$ cat config.mk
export PLATFORM = sky130hd
export DESIGN_NAME = first_fit_range_allocator
export DESIGN_NICKNAME = d
export VERILOG_FILES = /design/src/rtl/ffra_pkg.sv /design/src/rtl/first_fit_range_allocator.sv /design/src/rtl/ffra_ram.sv /design/src/rtl/ffra_alu.sv /design/src/rtl/ffra_ctrl.sv
export SDC_FILE = /design/constraint.sdc
export NUM_CORES = 1
export LEC_CHECK = 0
export BUFFER_PORTS_ARGS = -buffer_cell sky130_fd_sc_hd__buf_4
export CAP_MARGIN = 0
export CORE_MARGIN = 4
export CORE_UTILIZATION = 45
export DETAILED_ROUTE_END_ITERATION = 12
export PLACE_DENSITY = 0.68
export SLEW_MARGIN = 20
export SYNTH_ARGS = -nofsm -noshare
export SYNTH_HDL_FRONTEND = slang
export SYNTH_SLANG_ARGS = --single-unit
$ cat constraint.sdc
create_clock -name clk -period 14.4 [get_ports clk]
set_input_delay 2.88 -clock clk [delete_from_list [all_inputs] [get_ports clk]]
set_output_delay 2.88 -clock clk [all_outputs]
set_load 0.01 [all_outputs]
$ cat src/rtl/ffra_pkg.sv
// ----------------------------------------------------------------------------
// ffra_pkg
// Shared types, widths and codes of the first-fit range allocator.
// ----------------------------------------------------------------------------
package ffra_pkg;

    localparam int ADDR_W = 16;
    localparam int LEN_W  = 17;
    localparam int SUM_W  = 18;

    localparam logic [LEN_W-1:0] POOL_BYTES = 17'd65536;
    localparam int MAX_FREE_DEF = 16;

    localparam logic CMD_ALLOC = 1'b0;
    localparam logic CMD_FREE  = 1'b1;

    typedef enum logic [1:0] {
        STAT_OK        = 2'd0,
        STAT_NO_SPACE  = 2'd1,
        STAT_LIST_FULL = 2'd2,
        STAT_BAD_FREE  = 2'd3
    } status_t;

    typedef enum logic [3:0] {
        S_IDLE,
        S_START,
        S_RD,
        S_CMP,
        S_BUMP,
        S_FDEC,
        S_SH_RD,
        S_SH_WR,
        S_INS,
        S_DONE
    } state_t;

    // one free range, end is exclusive
    typedef struct packed {
        logic [LEN_W-1:0] rng_end;
        logic [LEN_W-1:0] rng_start;
    } entry_t;

    typedef struct packed {
        logic [ADDR_W-1:0] addr;
        status_t           status;
    } res_t;

endpackage

$ cat src/rtl/first_fit_range_allocator.sv
// ----------------------------------------------------------------------------
// first_fit_range_allocator
// First-fit allocator over a byte pool with a sorted, coalescing free list.
// ----------------------------------------------------------------------------
// One request is worked at a time by a sequencer around a shared adder and
// comparator and a free-list RAM with registered reads. A request's time grows
// with the free entries scanned, each one read and then compared, and with the
// entries moved, each one read and then written, when the list opens or closes
// a slot, and it ends with a final update; the registered free-list reads set
// this pace. The result sits in an output register, so the next item is taken
// while it waits.
module first_fit_range_allocator #(
    parameter int MAX_FREE = ffra_pkg::MAX_FREE_DEF
) (
    input  logic        clk,
    input  logic        rst_n,
    input  logic        s_tvalid,
    output logic        s_tready,
    input  logic [39:0] s_tdata,   // address[15:0], size[32:16], zero pad
    input  logic        s_tuser,   // cmd
    output logic        m_tvalid,
    input  logic        m_tready,
    output logic [23:0] m_tdata,   // granted_address[15:0], status[17:16], zero pad
    input  logic        cfg_valid,
    output logic        cfg_ready,
    input  logic [16:0] cfg_data
);

    logic           res_valid;
    logic           res_ready;
    ffra_pkg::res_t res;
    logic           m_tvalid_reg;
    logic [23:0]    m_tdata_reg;

    ffra_ctrl #(
        .MAX_FREE (MAX_FREE)
    ) u_ctrl (
        .clk        (clk),
        .rst_n      (rst_n),
        .in_valid   (s_tvalid),
        .in_ready   (s_tready),
        .in_cmd     (s_tuser),
        .in_address (s_tdata[15:0]),
        .in_size    (s_tdata[32:16]),
        .cfg_valid  (cfg_valid),
        .cfg_data   (cfg_data),
        .res_valid  (res_valid),
        .res_ready  (res_ready),
        .res        (res)
    );

    assign res_ready = !m_tvalid_reg || m_tready;
    assign cfg_ready = 1'b1;

    always_ff @(posedge clk or negedge rst_n)
    begin
        if (!rst_n)
        begin
            m_tvalid_reg <= 1'b0;
        end
        else if (res_ready)
        begin
            m_tvalid_reg <= res_valid;
        end
    end

    always_ff @(posedge clk)
    begin
        if (res_ready && res_valid)
        begin
            m_tdata_reg <= {6'd0, res.status, res.addr};
        end
    end

    assign m_tvalid = m_tvalid_reg;
    assign m_tdata  = m_tdata_reg;

endmodule

$ cat src/rtl/ffra_ram.sv
// ----------------------------------------------------------------------------
// ffra_ram
// Generic single-write, single-read RAM with registered read data.
// ----------------------------------------------------------------------------
module ffra_ram #(
    parameter int WIDTH = 34,
    parameter int DEPTH = 16
) (
    input  logic                     clk,
    input  logic                     we,
    input  logic [$clog2(DEPTH)-1:0] waddr,
    input  logic [WIDTH-1:0]         wdata,
    input  logic [$clog2(DEPTH)-1:0] raddr,
    output logic [WIDTH-1:0]         rdata
);

    logic [WIDTH-1:0] mem [DEPTH];

    always_ff @(posedge clk)
    begin
        if (we)
        begin
            mem[waddr] <= wdata;
        end
        rdata <= mem[raddr];
    end

endmodule

$ cat src/rtl/ffra_alu.sv
// ----------------------------------------------------------------------------
// ffra_alu
// Shared adder and comparator used by every scan step.
// ----------------------------------------------------------------------------
module ffra_alu (
    input  logic [ffra_pkg::SUM_W-1:0] x,
    input  logic [ffra_pkg::SUM_W-1:0] y,
    input  logic [ffra_pkg::SUM_W-1:0] z,
    output logic [ffra_pkg::SUM_W-1:0] sum,
    output logic                       eq,
    output logic                       lt
);

    assign sum = x + y;
    assign eq  = (sum == z);
    assign lt  = (sum < z);

endmodule

$ cat src/rtl/ffra_ctrl.sv
// ----------------------------------------------------------------------------
// ffra_ctrl
// Sequencer of the allocator: scans the free list, shifts entries, keeps top.
// ----------------------------------------------------------------------------
module ffra_ctrl #(
    parameter int MAX_FREE = ffra_pkg::MAX_FREE_DEF
) (
    input  logic                        clk,
    input  logic                        rst_n,
    input  logic                        in_valid,
    output logic                        in_ready,
    input  logic                        in_cmd,
    input  logic [ffra_pkg::ADDR_W-1:0] in_address,
    input  logic [ffra_pkg::LEN_W-1:0]  in_size,
    input  logic                        cfg_valid,
    input  logic [ffra_pkg::LEN_W-1:0]  cfg_data,
    output logic                        res_valid,
    input  logic                        res_ready,
    output ffra_pkg::res_t              res
);

    localparam int IW = $clog2(MAX_FREE);
    localparam int CW = $clog2(MAX_FREE + 1);
    localparam int EW = $bits(ffra_pkg::entry_t);
    localparam logic [CW-1:0] FULL_CNT = CW'(MAX_FREE);

    ffra_pkg::state_t state_reg, state_next;

    logic                        cmd_reg, cmd_next;
    logic [ffra_pkg::ADDR_W-1:0] addr_reg, addr_next;
    logic [ffra_pkg::LEN_W-1:0]  size_reg, size_next;
    logic [ffra_pkg::SUM_W-1:0]  e_reg, e_next;
    logic [CW-1:0]               idx_reg, idx_next;
    logic [CW-1:0]               src_reg, src_next;
    logic                        up_reg, up_next;
    logic [CW-1:0]               cnt_reg, cnt_next;
    logic [ffra_pkg::LEN_W-1:0]  top_reg, top_next;
    logic [ffra_pkg::LEN_W-1:0]  limit_reg;
    ffra_pkg::entry_t            prev_reg, prev_next;
    ffra_pkg::entry_t            cur_reg, cur_next;
    ffra_pkg::res_t              res_reg, res_next;

    logic                        ram_we;
    logic [IW-1:0]               ram_waddr;
    ffra_pkg::entry_t            ram_wdata;
    logic [IW-1:0]               ram_raddr;
    logic [EW-1:0]               ram_rdata;
    ffra_pkg::entry_t            ent;

    logic [ffra_pkg::SUM_W-1:0]  alu_x, alu_y, alu_z, alu_sum;
    logic                        alu_eq, alu_lt;

    logic [CW-1:0]               idx_inc, idx_dec, src_inc, src_dec;
    logic                        last_scan, has_prev, at_end, full;
    logic                        ovl_prev, ovl_next, join_prev, join_next, e_top;
    logic [ffra_pkg::SUM_W-1:0]  a18, bump_sum;
    logic [ffra_pkg::LEN_W-1:0]  limit_eff;
    logic                        bump_fail, is_free;

    ffra_ram #(
        .WIDTH (EW),
        .DEPTH (MAX_FREE)
    ) u_ram (
        .clk   (clk),
        .we    (ram_we),
        .waddr (ram_waddr),
        .wdata (ram_wdata),
        .raddr (ram_raddr),
        .rdata (ram_rdata)
    );

    ffra_alu u_alu (
        .x   (alu_x),
        .y   (alu_y),
        .z   (alu_z),
        .sum (alu_sum),
        .eq  (alu_eq),
        .lt  (alu_lt)
    );

    assign ent     = ffra_pkg::entry_t'(ram_rdata);
    assign is_free = (cmd_reg == ffra_pkg::CMD_FREE);
    assign a18     = {2'b00, addr_reg};

    // free: a < start ends the scan; alloc: start + size against end
    assign alu_x = is_free ? a18 : {1'b0, ent.rng_start};
    assign alu_y = is_free ? '0 : {1'b0, size_reg};
    assign alu_z = is_free ? {1'b0, ent.rng_start} : {1'b0, ent.rng_end};

    assign idx_inc   = idx_reg + 1'b1;
    assign idx_dec   = idx_reg - 1'b1;
    assign src_inc   = src_reg + 1'b1;
    assign src_dec   = src_reg - 1'b1;
    assign last_scan = (idx_inc == cnt_reg);
    assign has_prev  = (idx_reg != '0);
    assign at_end    = (idx_reg == cnt_reg);
    assign full      = (cnt_reg == FULL_CNT);
    assign ovl_prev  = has_prev && ({1'b0, prev_reg.rng_end} > a18);
    assign ovl_next  = !at_end && ({1'b0, cur_reg.rng_start} < e_reg);
    assign join_prev = has_prev && ({1'b0, prev_reg.rng_end} == a18);
    assign join_next = !at_end && ({1'b0, cur_reg.rng_start} == e_reg);
    assign e_top     = (e_reg == {1'b0, top_reg});
    assign limit_eff = (limit_reg < ffra_pkg::POOL_BYTES) ? limit_reg : ffra_pkg::POOL_BYTES;
    assign bump_sum  = {1'b0, top_reg} + {1'b0, size_reg};
    assign bump_fail = (bump_sum > {1'b0, limit_eff});

    assign ram_raddr = (state_reg == ffra_pkg::S_SH_RD) ? src_reg[IW-1:0] : idx_reg[IW-1:0];

    // next state
    always_comb
    begin
        state_next = state_reg;
        unique case (state_reg)
            ffra_pkg::S_IDLE:
            begin
                if (in_valid)
                begin
                    state_next = ffra_pkg::S_START;
                end
            end
            ffra_pkg::S_START:
            begin
                if (size_reg == '0)
                begin
                    state_next = ffra_pkg::S_DONE;
                end
                else if (!is_free)
                begin
                    state_next = (cnt_reg == '0) ? ffra_pkg::S_BUMP : ffra_pkg::S_RD;
                end
                else if (e_reg > {1'b0, top_reg})
                begin
                    state_next = ffra_pkg::S_DONE;
                end
                else
                begin
                    state_next = (cnt_reg == '0) ? ffra_pkg::S_FDEC : ffra_pkg::S_RD;
                end
            end
            ffra_pkg::S_RD:
            begin
                state_next = ffra_pkg::S_CMP;
            end
            ffra_pkg::S_CMP:
            begin
                if (!is_free)
                begin
                    if (alu_eq)
                    begin
                        state_next = (idx_inc < cnt_reg) ? ffra_pkg::S_SH_RD : ffra_pkg::S_DONE;
                    end
                    else if (alu_lt)
                    begin
                        state_next = ffra_pkg::S_DONE;
                    end
                    else
                    begin
                        state_next = last_scan ? ffra_pkg::S_BUMP : ffra_pkg::S_RD;
                    end
                end
                else
                begin
                    state_next = (alu_lt || last_scan) ? ffra_pkg::S_FDEC : ffra_pkg::S_RD;
                end
            end
            ffra_pkg::S_BUMP:
            begin
                state_next = ffra_pkg::S_DONE;
            end
            ffra_pkg::S_FDEC:
            begin
                if (ovl_prev || ovl_next || at_end)
                begin
                    state_next = ffra_pkg::S_DONE;
                end
                else if (join_prev && join_next)
                begin
                    state_next = (idx_inc < cnt_reg) ? ffra_pkg::S_SH_RD : ffra_pkg::S_DONE;
                end
                else if (join_prev || join_next || full)
                begin
                    state_next = ffra_pkg::S_DONE;
                end
                else
                begin
                    state_next = ffra_pkg::S_SH_RD;
                end
            end
            ffra_pkg::S_SH_RD:
            begin
                state_next = ffra_pkg::S_SH_WR;
            end
            ffra_pkg::S_SH_WR:
            begin
                if (up_reg)
                begin
                    state_next = (src_reg == idx_reg) ? ffra_pkg::S_INS : ffra_pkg::S_SH_RD;
                end
                else
                begin
                    state_next = (src_inc < cnt_reg) ? ffra_pkg::S_SH_RD : ffra_pkg::S_DONE;
                end
            end
            ffra_pkg::S_INS:
            begin
                state_next = ffra_pkg::S_DONE;
            end
            ffra_pkg::S_DONE:
            begin
                if (res_ready)
                begin
                    state_next = ffra_pkg::S_IDLE;
                end
            end
            default:
            begin
                state_next = ffra_pkg::S_IDLE;
            end
        endcase
    end

    // datapath and memory control
    always_comb
    begin
        cmd_next  = cmd_reg;
        addr_next = addr_reg;
        size_next = size_reg;
        e_next    = e_reg;
        idx_next  = idx_reg;
        src_next  = src_reg;
        up_next   = up_reg;
        cnt_next  = cnt_reg;
        top_next  = top_reg;
        prev_next = prev_reg;
        cur_next  = cur_reg;
        res_next  = res_reg;
        ram_we    = 1'b0;
        ram_waddr = idx_reg[IW-1:0];
        ram_wdata = ent;
        unique case (state_reg)
            ffra_pkg::S_IDLE:
            begin
                if (in_valid)
                begin
                    cmd_next  = in_cmd;
                    addr_next = in_address;
                    size_next = in_size;
                    e_next    = {2'b00, in_address} + {1'b0, in_size};
                    idx_next  = '0;
                    res_next  = '{addr: '0, status: ffra_pkg::STAT_OK};
                end
            end
            ffra_pkg::S_START:
            begin
                if (size_reg != '0 && is_free && e_reg > {1'b0, top_reg})
                begin
                    res_next.status = ffra_pkg::STAT_BAD_FREE;
                end
            end
            ffra_pkg::S_CMP:
            begin
                if (!is_free)
                begin
                    if (alu_eq)
                    begin
                        res_next.addr = ent.rng_start[ffra_pkg::ADDR_W-1:0];
                        src_next      = idx_inc;
                        up_next       = 1'b0;
                        if (!(idx_inc < cnt_reg))
                        begin
                            cnt_next = cnt_reg - 1'b1;
                        end
                    end
                    else if (alu_lt)
                    begin
                        res_next.addr       = ent.rng_start[ffra_pkg::ADDR_W-1:0];
                        ram_we              = 1'b1;
                        ram_wdata.rng_start = alu_sum[ffra_pkg::LEN_W-1:0];
                    end
                    else
                    begin
                        idx_next = idx_inc;
                    end
                end
                else if (alu_lt)
                begin
                    cur_next = ent;
                end
                else
                begin
                    prev_next = ent;
                    idx_next  = idx_inc;
                end
            end
            ffra_pkg::S_BUMP:
            begin
                if (bump_fail)
                begin
                    res_next.status = ffra_pkg::STAT_NO_SPACE;
                end
                else
                begin
                    res_next.addr = top_reg[ffra_pkg::ADDR_W-1:0];
                    top_next      = bump_sum[ffra_pkg::LEN_W-1:0];
                end
            end
            ffra_pkg::S_FDEC:
            begin
                if (ovl_prev || ovl_next)
                begin
                    res_next.status = ffra_pkg::STAT_BAD_FREE;
                end
                else if (at_end)
                begin
                    if (e_top)
                    begin
                        // freeing the tail; a free range ending there goes too
                        if (join_prev)
                        begin
                            top_next = prev_reg.rng_start;
                            cnt_next = cnt_reg - 1'b1;
                        end
                        else
                        begin
                            top_next = {1'b0, addr_reg};
                        end
                    end
                    else if (join_prev)
                    begin
                        ram_we    = 1'b1;
                        ram_waddr = idx_dec[IW-1:0];
                        ram_wdata = '{rng_end: e_reg[ffra_pkg::LEN_W-1:0],
                                      rng_start: prev_reg.rng_start};
                    end
                    else if (full)
                    begin
                        res_next.status = ffra_pkg::STAT_LIST_FULL;
                    end
                    else
                    begin
                        ram_we    = 1'b1;
                        ram_waddr = cnt_reg[IW-1:0];
                        ram_wdata = '{rng_end: e_reg[ffra_pkg::LEN_W-1:0],
                                      rng_start: {1'b0, addr_reg}};
                        cnt_next  = cnt_reg + 1'b1;
                    end
                end
                else if (join_prev)
                begin
                    ram_we    = 1'b1;
                    ram_waddr = idx_dec[IW-1:0];
                    if (join_next)
                    begin
                        ram_wdata = '{rng_end: cur_reg.rng_end, rng_start: prev_reg.rng_start};
                        src_next  = idx_inc;
                        up_next   = 1'b0;
                        if (!(idx_inc < cnt_reg))
                        begin
                            cnt_next = cnt_reg - 1'b1;
                        end
                    end
                    else
                    begin
                        ram_wdata = '{rng_end: e_reg[ffra_pkg::LEN_W-1:0],
                                      rng_start: prev_reg.rng_start};
                    end
                end
                else if (join_next)
                begin
                    ram_we    = 1'b1;
                    ram_wdata = '{rng_end: cur_reg.rng_end, rng_start: {1'b0, addr_reg}};
                end
                else if (full)
                begin
                    res_next.status = ffra_pkg::STAT_LIST_FULL;
                end
                else
                begin
                    src_next = cnt_reg - 1'b1;
                    up_next  = 1'b1;
                end
            end
            ffra_pkg::S_SH_WR:
            begin
                ram_we = 1'b1;
                if (up_reg)
                begin
                    ram_waddr = src_inc[IW-1:0];
                    if (src_reg != idx_reg)
                    begin
                        src_next = src_dec;
                    end
                end
                else
                begin
                    ram_waddr = src_dec[IW-1:0];
                    src_next  = src_inc;
                    if (!(src_inc < cnt_reg))
                    begin
                        cnt_next = cnt_reg - 1'b1;
                    end
                end
            end
            ffra_pkg::S_INS:
            begin
                ram_we    = 1'b1;
                ram_wdata = '{rng_end: e_reg[ffra_pkg::LEN_W-1:0],
                              rng_start: {1'b0, addr_reg}};
                cnt_next  = cnt_reg + 1'b1;
            end
            default:
            begin
            end
        endcase
    end

    always_ff @(posedge clk or negedge rst_n)
    begin
        if (!rst_n)
        begin
            state_reg <= ffra_pkg::S_IDLE;
            cnt_reg   <= '0;
            top_reg   <= '0;
            limit_reg <= ffra_pkg::POOL_BYTES;
        end
        else
        begin
            state_reg <= state_next;
            cnt_reg   <= cnt_next;
            top_reg   <= top_next;
            if (cfg_valid)
            begin
                limit_reg <= cfg_data;
            end
        end
    end

    always_ff @(posedge clk)
    begin
        cmd_reg  <= cmd_next;
        addr_reg <= addr_next;
        size_reg <= size_next;
        e_reg    <= e_next;
        idx_reg  <= idx_next;
        src_reg  <= src_next;
        up_reg   <= up_next;
        prev_reg <= prev_next;
        cur_reg  <= cur_next;
        res_reg  <= res_next;
    end

    assign in_ready  = (state_reg == ffra_pkg::S_IDLE);
    assign res_valid = (state_reg == ffra_pkg::S_DONE);
    assign res       = res_reg;

endmodule
-- Word level (Yosys, flattened, before mapping)
Memory sizes are Yosys's and may differ from the RTL's. A register that Yosys moved wholly into a read port is not among the register bits.
Cells that the tools add are included.
- bits in registers: 211
- bits in writable memories: 544
- input bits: 63
- output and inout bits: 27
- word-level logic and storage cells: 244
- memories kept: 1
- memory list (name ; words ; bits a word ; rd ports ; clocked after memory_dff ; wr ports ; RTL line ; source):
    u_ctrl.u_ram.mem ; 16 ; 34 ; 1 ; 1 ; 1 ; ffra_ram.sv:17 ; logic [WIDTH-1:0] mem [DEPTH];
- $add $sub $neg: 9
- order comparisons: 8
- eq/ne operators: 45
- mux-type cells: 120
- bitwise operators: 1
- reductions and logical operators: 41
- operators by type and width (operator ; number):
    34-bit two-way mux ; 8
    17-bit two-way mux ; 12
    5-bit two-way mux ; 27
    4-bit two-way mux ; 23
    17-bit case mux with 2 select lines ; 2
    16-bit two-way mux ; 4
    17-bit case mux with 3 select lines ; 1
    16-bit case mux with 3 select lines ; 1
    17-bit by 17-bit adder with 18-bit output ; 2
    18-bit by 17-bit greater-than comparator with 1-bit output ; 2
    4-bit case mux with 9 select lines ; 1
    1-bit two-way mux ; 20
    5-bit case mux with 4 select lines ; 1
    16-bit by 17-bit adder with 18-bit output ; 1
    17-bit by 18-bit equality test with 1-bit output ; 1
    18-bit by 17-bit equality test with 1-bit output ; 1
    18-bit equality test ; 1
    17-bit by 18-bit less-than comparator with 1-bit output ; 1
    18-bit less-than comparator ; 1
    18-bit two-way mux ; 1
    2-bit two-way mux ; 9
    17-bit by 16-bit equality test with 1-bit output ; 1
    17-bit by 16-bit greater-than comparator with 1-bit output ; 1
    17-bit logical NOT ; 1
    other kinds (45) ; 101

-- Logic depth before layout (Yosys ltp)
- depth in word-level cells: 10
- gate-level depth with buffers: 25
- gate-level depth less buffers: 21

-- Hierarchy
Synthesis repeated with hierarchy kept, for this count alone.
- cell total of the unflattened synthesis: 2505
- area, all modules: 36635.1 um2
- by module, submodules not included (module ; instances ; cells each ; area an instance (um2) ; seq. area each (um2)):
    ffra_ram ; 1 ; 888 ; 21076.5 ; 17016.3
    ffra_ctrl ; 1 ; 1402 ; 13606.8 ; 5551.6
    ffra_alu ; 1 ; 184 ; 1297.5 ; 0.0
    first_fit_range_allocator ; 1 ; 31 ; 654.4 ; 565.5

-- Worst setup path after synthesis
OpenSTA, ideal clock, no wires.
- path type: register -> register
- start: register u_ctrl.cmd_reg
- end: memory u_ctrl.u_ram.mem[13][0], enable pin
- library setup time: 0.425 ns
- arrival: 6.742 ns
- required time: 13.975 ns
- path slack: 7.233 ns
- stages on the path, launching flop included: 25
- buffers on the path: 3
- clock period less this slack: 7.167 ns
- cell sequence: edfxtp_1 > clkbuf_1 > buf_1 > mux2_2 > ha_1 > fa_1 > a21oi_1 > o2111ai_1 > o2111ai_1 > a21boi_0 > o311a_1 > o21ai_0 > nand2b_1 > xor2_1 > ha_1 > a21oi_1 > and3_1 > o21ai_0 > a21oi_1 > o211ai_2 > or2_2 > clkbuf_1 > nand4_1 > nand3_1 > nor2_1
- cells in the longest elaborated chain, start to end: 9
- elaborated cells on any way between the ends: 12
- those cells by class: add/sub: 1; order compare: 1; eq/ne: 1; mux: 9
- RTL lines (what ; RTL line ; source):
    from (decl) ; ffra_ctrl.sv:29 ; logic cmd_reg, cmd_next;
    from (signal assigned) ; ffra_ctrl.sv:440 ; cmd_reg <= cmd_next;
    17-bit two-way mux, on equally long branches ; ffra_ctrl.sv:86, ffra_ctrl.sv:87 ;
    17-bit by 17-bit adder with 18-bit output ; ffra_alu.sv:14 ; assign sum = x + y;
    18-bit less-than comparator ; ffra_alu.sv:16 ; assign lt = (sum < z);
    1-bit two-way mux ; ffra_ctrl.sv:274 ; else if (alu_lt)
    1-bit two-way mux ; ffra_ctrl.sv:264 ; if (alu_eq)
    1-bit two-way mux (*) ; ffra_ctrl.sv:262 ; if (!is_free)
    1-bit case mux with 3 select lines (*) ; ffra_ctrl.sv:240 ; unique case (state_reg)
    1-bit two-way mux (*) ; ffra_ram.sv:21 ; if (we)
    1-bit two-way mux (implied by the code) (*) ; ffra_ram.sv:23 ; mem[waddr] <= wdata;
    to (decl) ; ffra_ram.sv:17 ;
Every way passes the cells marked *; elsewhere a longest branch is shown, timed or not.

-- Worst setup path after layout
- start: register u_ctrl.cmd_reg
- end: memory u_ctrl.u_ram.mem[1][7], enable pin
Same word-level chain as after synthesis.

==> metrics.txt <==
Initial DRC Count between 2000 and 3000; initial core utilization between 40% and 50%; outcome finished clean; slowest cell on the critical path or2_2; post_cts resized 0; cells along the critical path buf_4, mux2_2, ha_1, fa_1, a21oi_1, o2111ai_1, o2111ai_1, a21boi_0, o311a_1, o21ai_0, nand2b_1, xor2_1, ha_1, a21oi_1, and3_1, o21ai_0, a21oi_1, o211ai_2, or2_2, nand4_1, nand3_1, nor2_4, buf_4; P_leak 14.8 nW; Main synth FF type edfxtp_1; post-synth top area cell edfxtp_1; DP Cell Count between 3000 and 4000; Post-CTS Hold Fix Bufs 0; CP top delay family compound AO/OA/AOI/OAI gates; met3 usage about 4.5%; DRT Wirelength 104000 µm; PD cells approximately 210 nW/µm²; port buffer count 75; met2 Use GR 37.5%; fmax 129 MHz; Area after DPL between 30000 and 40000 µm²; Crit path top cell by count a21oi_1; setup bufs post-CTS 0; initial antenna violation count 3; RSZ-0062 raised after global routing no; CTS Sinks ~790; Slew @ Worst Pin around 1200 ps; Total Power ~9 mW; max-slew violations 0; Bufs on Longest Clock Path 3; met1 Use GR 32.3%; Final period util 53.7%; final clock skew 49.8 ps; EDFF count, synth 711; Synth async-reset ratio 5.58%; first-pass GRT wire length 155000 µm; count of final hold-check violations 0; final setup fails 0; global route hottest layer met2; Synth warnings 0; non-filler instance count after layout 3884; Final #Nets 2964; synth top area cells edfxtp_1 (57%), mux4_2 (8.2%), ha_1 (5.0%), dfrtp_1 (2.9%), nand2_1 (2.4%); Seq/Total Area, Yosys roughly three fifths; H-tree depth 3; post-route cell area around 42000 µm²; overall routing resource usage 23.2%; share of layout cells above drive strength 1 17.7%; FF-to-FF setup slack between 6000 and 7000 ps; VDD IR max 0.156 mV; die height between 200 and 300 µm; CP max FO 30; GR Overflow Total 0; filler instances 6757; top post-synthesis cells by count edfxtp_1 (711), nand2_1 (245), ha_1 (150), mux4_2 (136), nor2_1 (130); GPL Wtd Cong 0.974; vias in the first global route 24000; CP startpoint kind register; Final min period 7730 ps; post-synth top area share 56.9%; Critical Path RT 14670 ps; Rows 105; largest net degree at the start of global routing 137; ANT nets after route 0; CP endpoint kind register; max_slew headroom 21.4%; DIE WIDTH 297 µm; Die ar. 88100 µm²; syn_area_per_cell about 14 µm²; Most flops, register u_ctrl.u_ram.mem; WP buf/inv 2; vias per cell 6.20; DRC 0; Top Ports 90; Worst Path Arrival 8000 ps; Netlist cell types approximately 100; via count 24100; worst skew pair latency 660 ps; Initial DRT Pass Iterations 5; wire per inst approximately 27 µm; Root Driver clkbuf_16; synthesized instance count ~2700; Largest stage delay, worst path 630 ps; core area 82400 µm²; CTS tree done; hold crit path type reg -> reg; antenna cell count 0; Register Area 23100 µm²; Worst-path clk slew 60 ps; number of buffers created by CTS 80; max reg flops about 540; synthesized area 37500 µm²; #FFs+latches synth 789; count leader, synth edfxtp_1; multi-input logic area about 14000 µm²; hpwl dp 68000 µm; max-cap viol count 0; Crit Path Class reg -> reg; total negative slack 0 ps; Area Growth Syn to Fin 12.1%
cells in the final DEF, fill, tap and decap left out, types with 17 or more instances in the layout:
cell type  instances
a21o_1            19
clkbuf_1          26
mux2i_1           46
a21oi_1          120
and2_1            41
o21ai_0           98
nor3_1            28
dfrtp_1           43
a22oi_1           25
xnor2_1           49
nand2_1          243
nor2_1           110
nand3_1           44
dfxtp_1           34
ha_1             150
clkbuf_16         81
nand4_1           19
xor2_1            21
buf_4            123
mux4_2           136
a211oi_1          42
nor2_4            17
edfxtp_1         711
o211ai_1          51
a31oi_1           53
inv_1            101
nor2b_1           29
mux2_2            32
where the power goes:
| group | internal, mW | switching, mW |
|---|---|---|
| Combinational | 1.20 | 2.11 |
| Clock | 1.17 | 0.899 |
| Sequential | 3.25 | 0.333 |
| Total | 5.61 | 3.35 |
layer usage:
layer | routed length, µm | share of wire, % | vias up
li1 | - | - | 10600
met1 | 43400 | 42 | 12300
met2 | 48900 | 47 | 1067
met3 | 8580 | 8.2 | 200
met4 | 3310 | 3.2 | 2
met5 | 11 | 0.011 | -
metrics by stage:
stage          hold slack (ps)  worst slack [ps]  util (%)
4_1_cts                    420              6510      51.0
3_3_place_gp               403              6610      47.8
2_1_floorplan              400              7230         -
5_1_grt                    424              6120      51.1
3_5_place_dp               405              6540      47.8
6_report                   418              6670      51.1
layout make-up:
type	instances	area share, %
clock buffer	118	5.41
clock inverter	30	0.889
inverter	103	0.918
multi-input combinational	1643	32.2
sequential	789	55.0
tap	1070	3.18
timing repair buffer	131	2.43
worst reg2reg max path, stage by stage, from the launching register on:
cell       delay, ps
edfxtp_1         320
buf_4            330
mux2_2           410
ha_1             240
fa_1             470
a21oi_1          250
o2111ai_1        290
o2111ai_1        340
a21boi_0         260
o311a_1          360
o21ai_0          240
nand2b_1         130
xor2_1           170
ha_1             340
a21oi_1          130
and3_1           150
o21ai_0           80
a21oi_1          220
o211ai_2         470
or2_2            630
nand4_1          250
nand3_1          340
nor2_4           330
buf_4            530
worst paths after layout:
kind / startpoint / endpoint / depth (start not counted)
min in group asynchronous: rst_n / u_ctrl.cnt_reg[2] / 1
max in group asynchronous: rst_n / u_ctrl.top_reg[12] / 1
max: u_ctrl.cmd_reg / u_ctrl.u_ram.mem[1][7] / 23
min: u_ctrl.res[9] / m_tdata[7] / 0
min reg2reg: u_ctrl.res[9] / m_tdata[7] / 0
max reg2reg: u_ctrl.cmd_reg / u_ctrl.u_ram.mem[1][7] / 23
cells by family after synthesis:
kind of cell	after synthesis	synth area share [%]
compound gates	567	10.3
xor+xnor	70	1.63
fa+ha+maj	153	5.16
buf+inv	240	2.93
flops	789	61.6
mux	216	10.4
other cells	2	0.0200
simple gates	630	7.97
No activity file was read; power rests on OpenSTA's default activity.
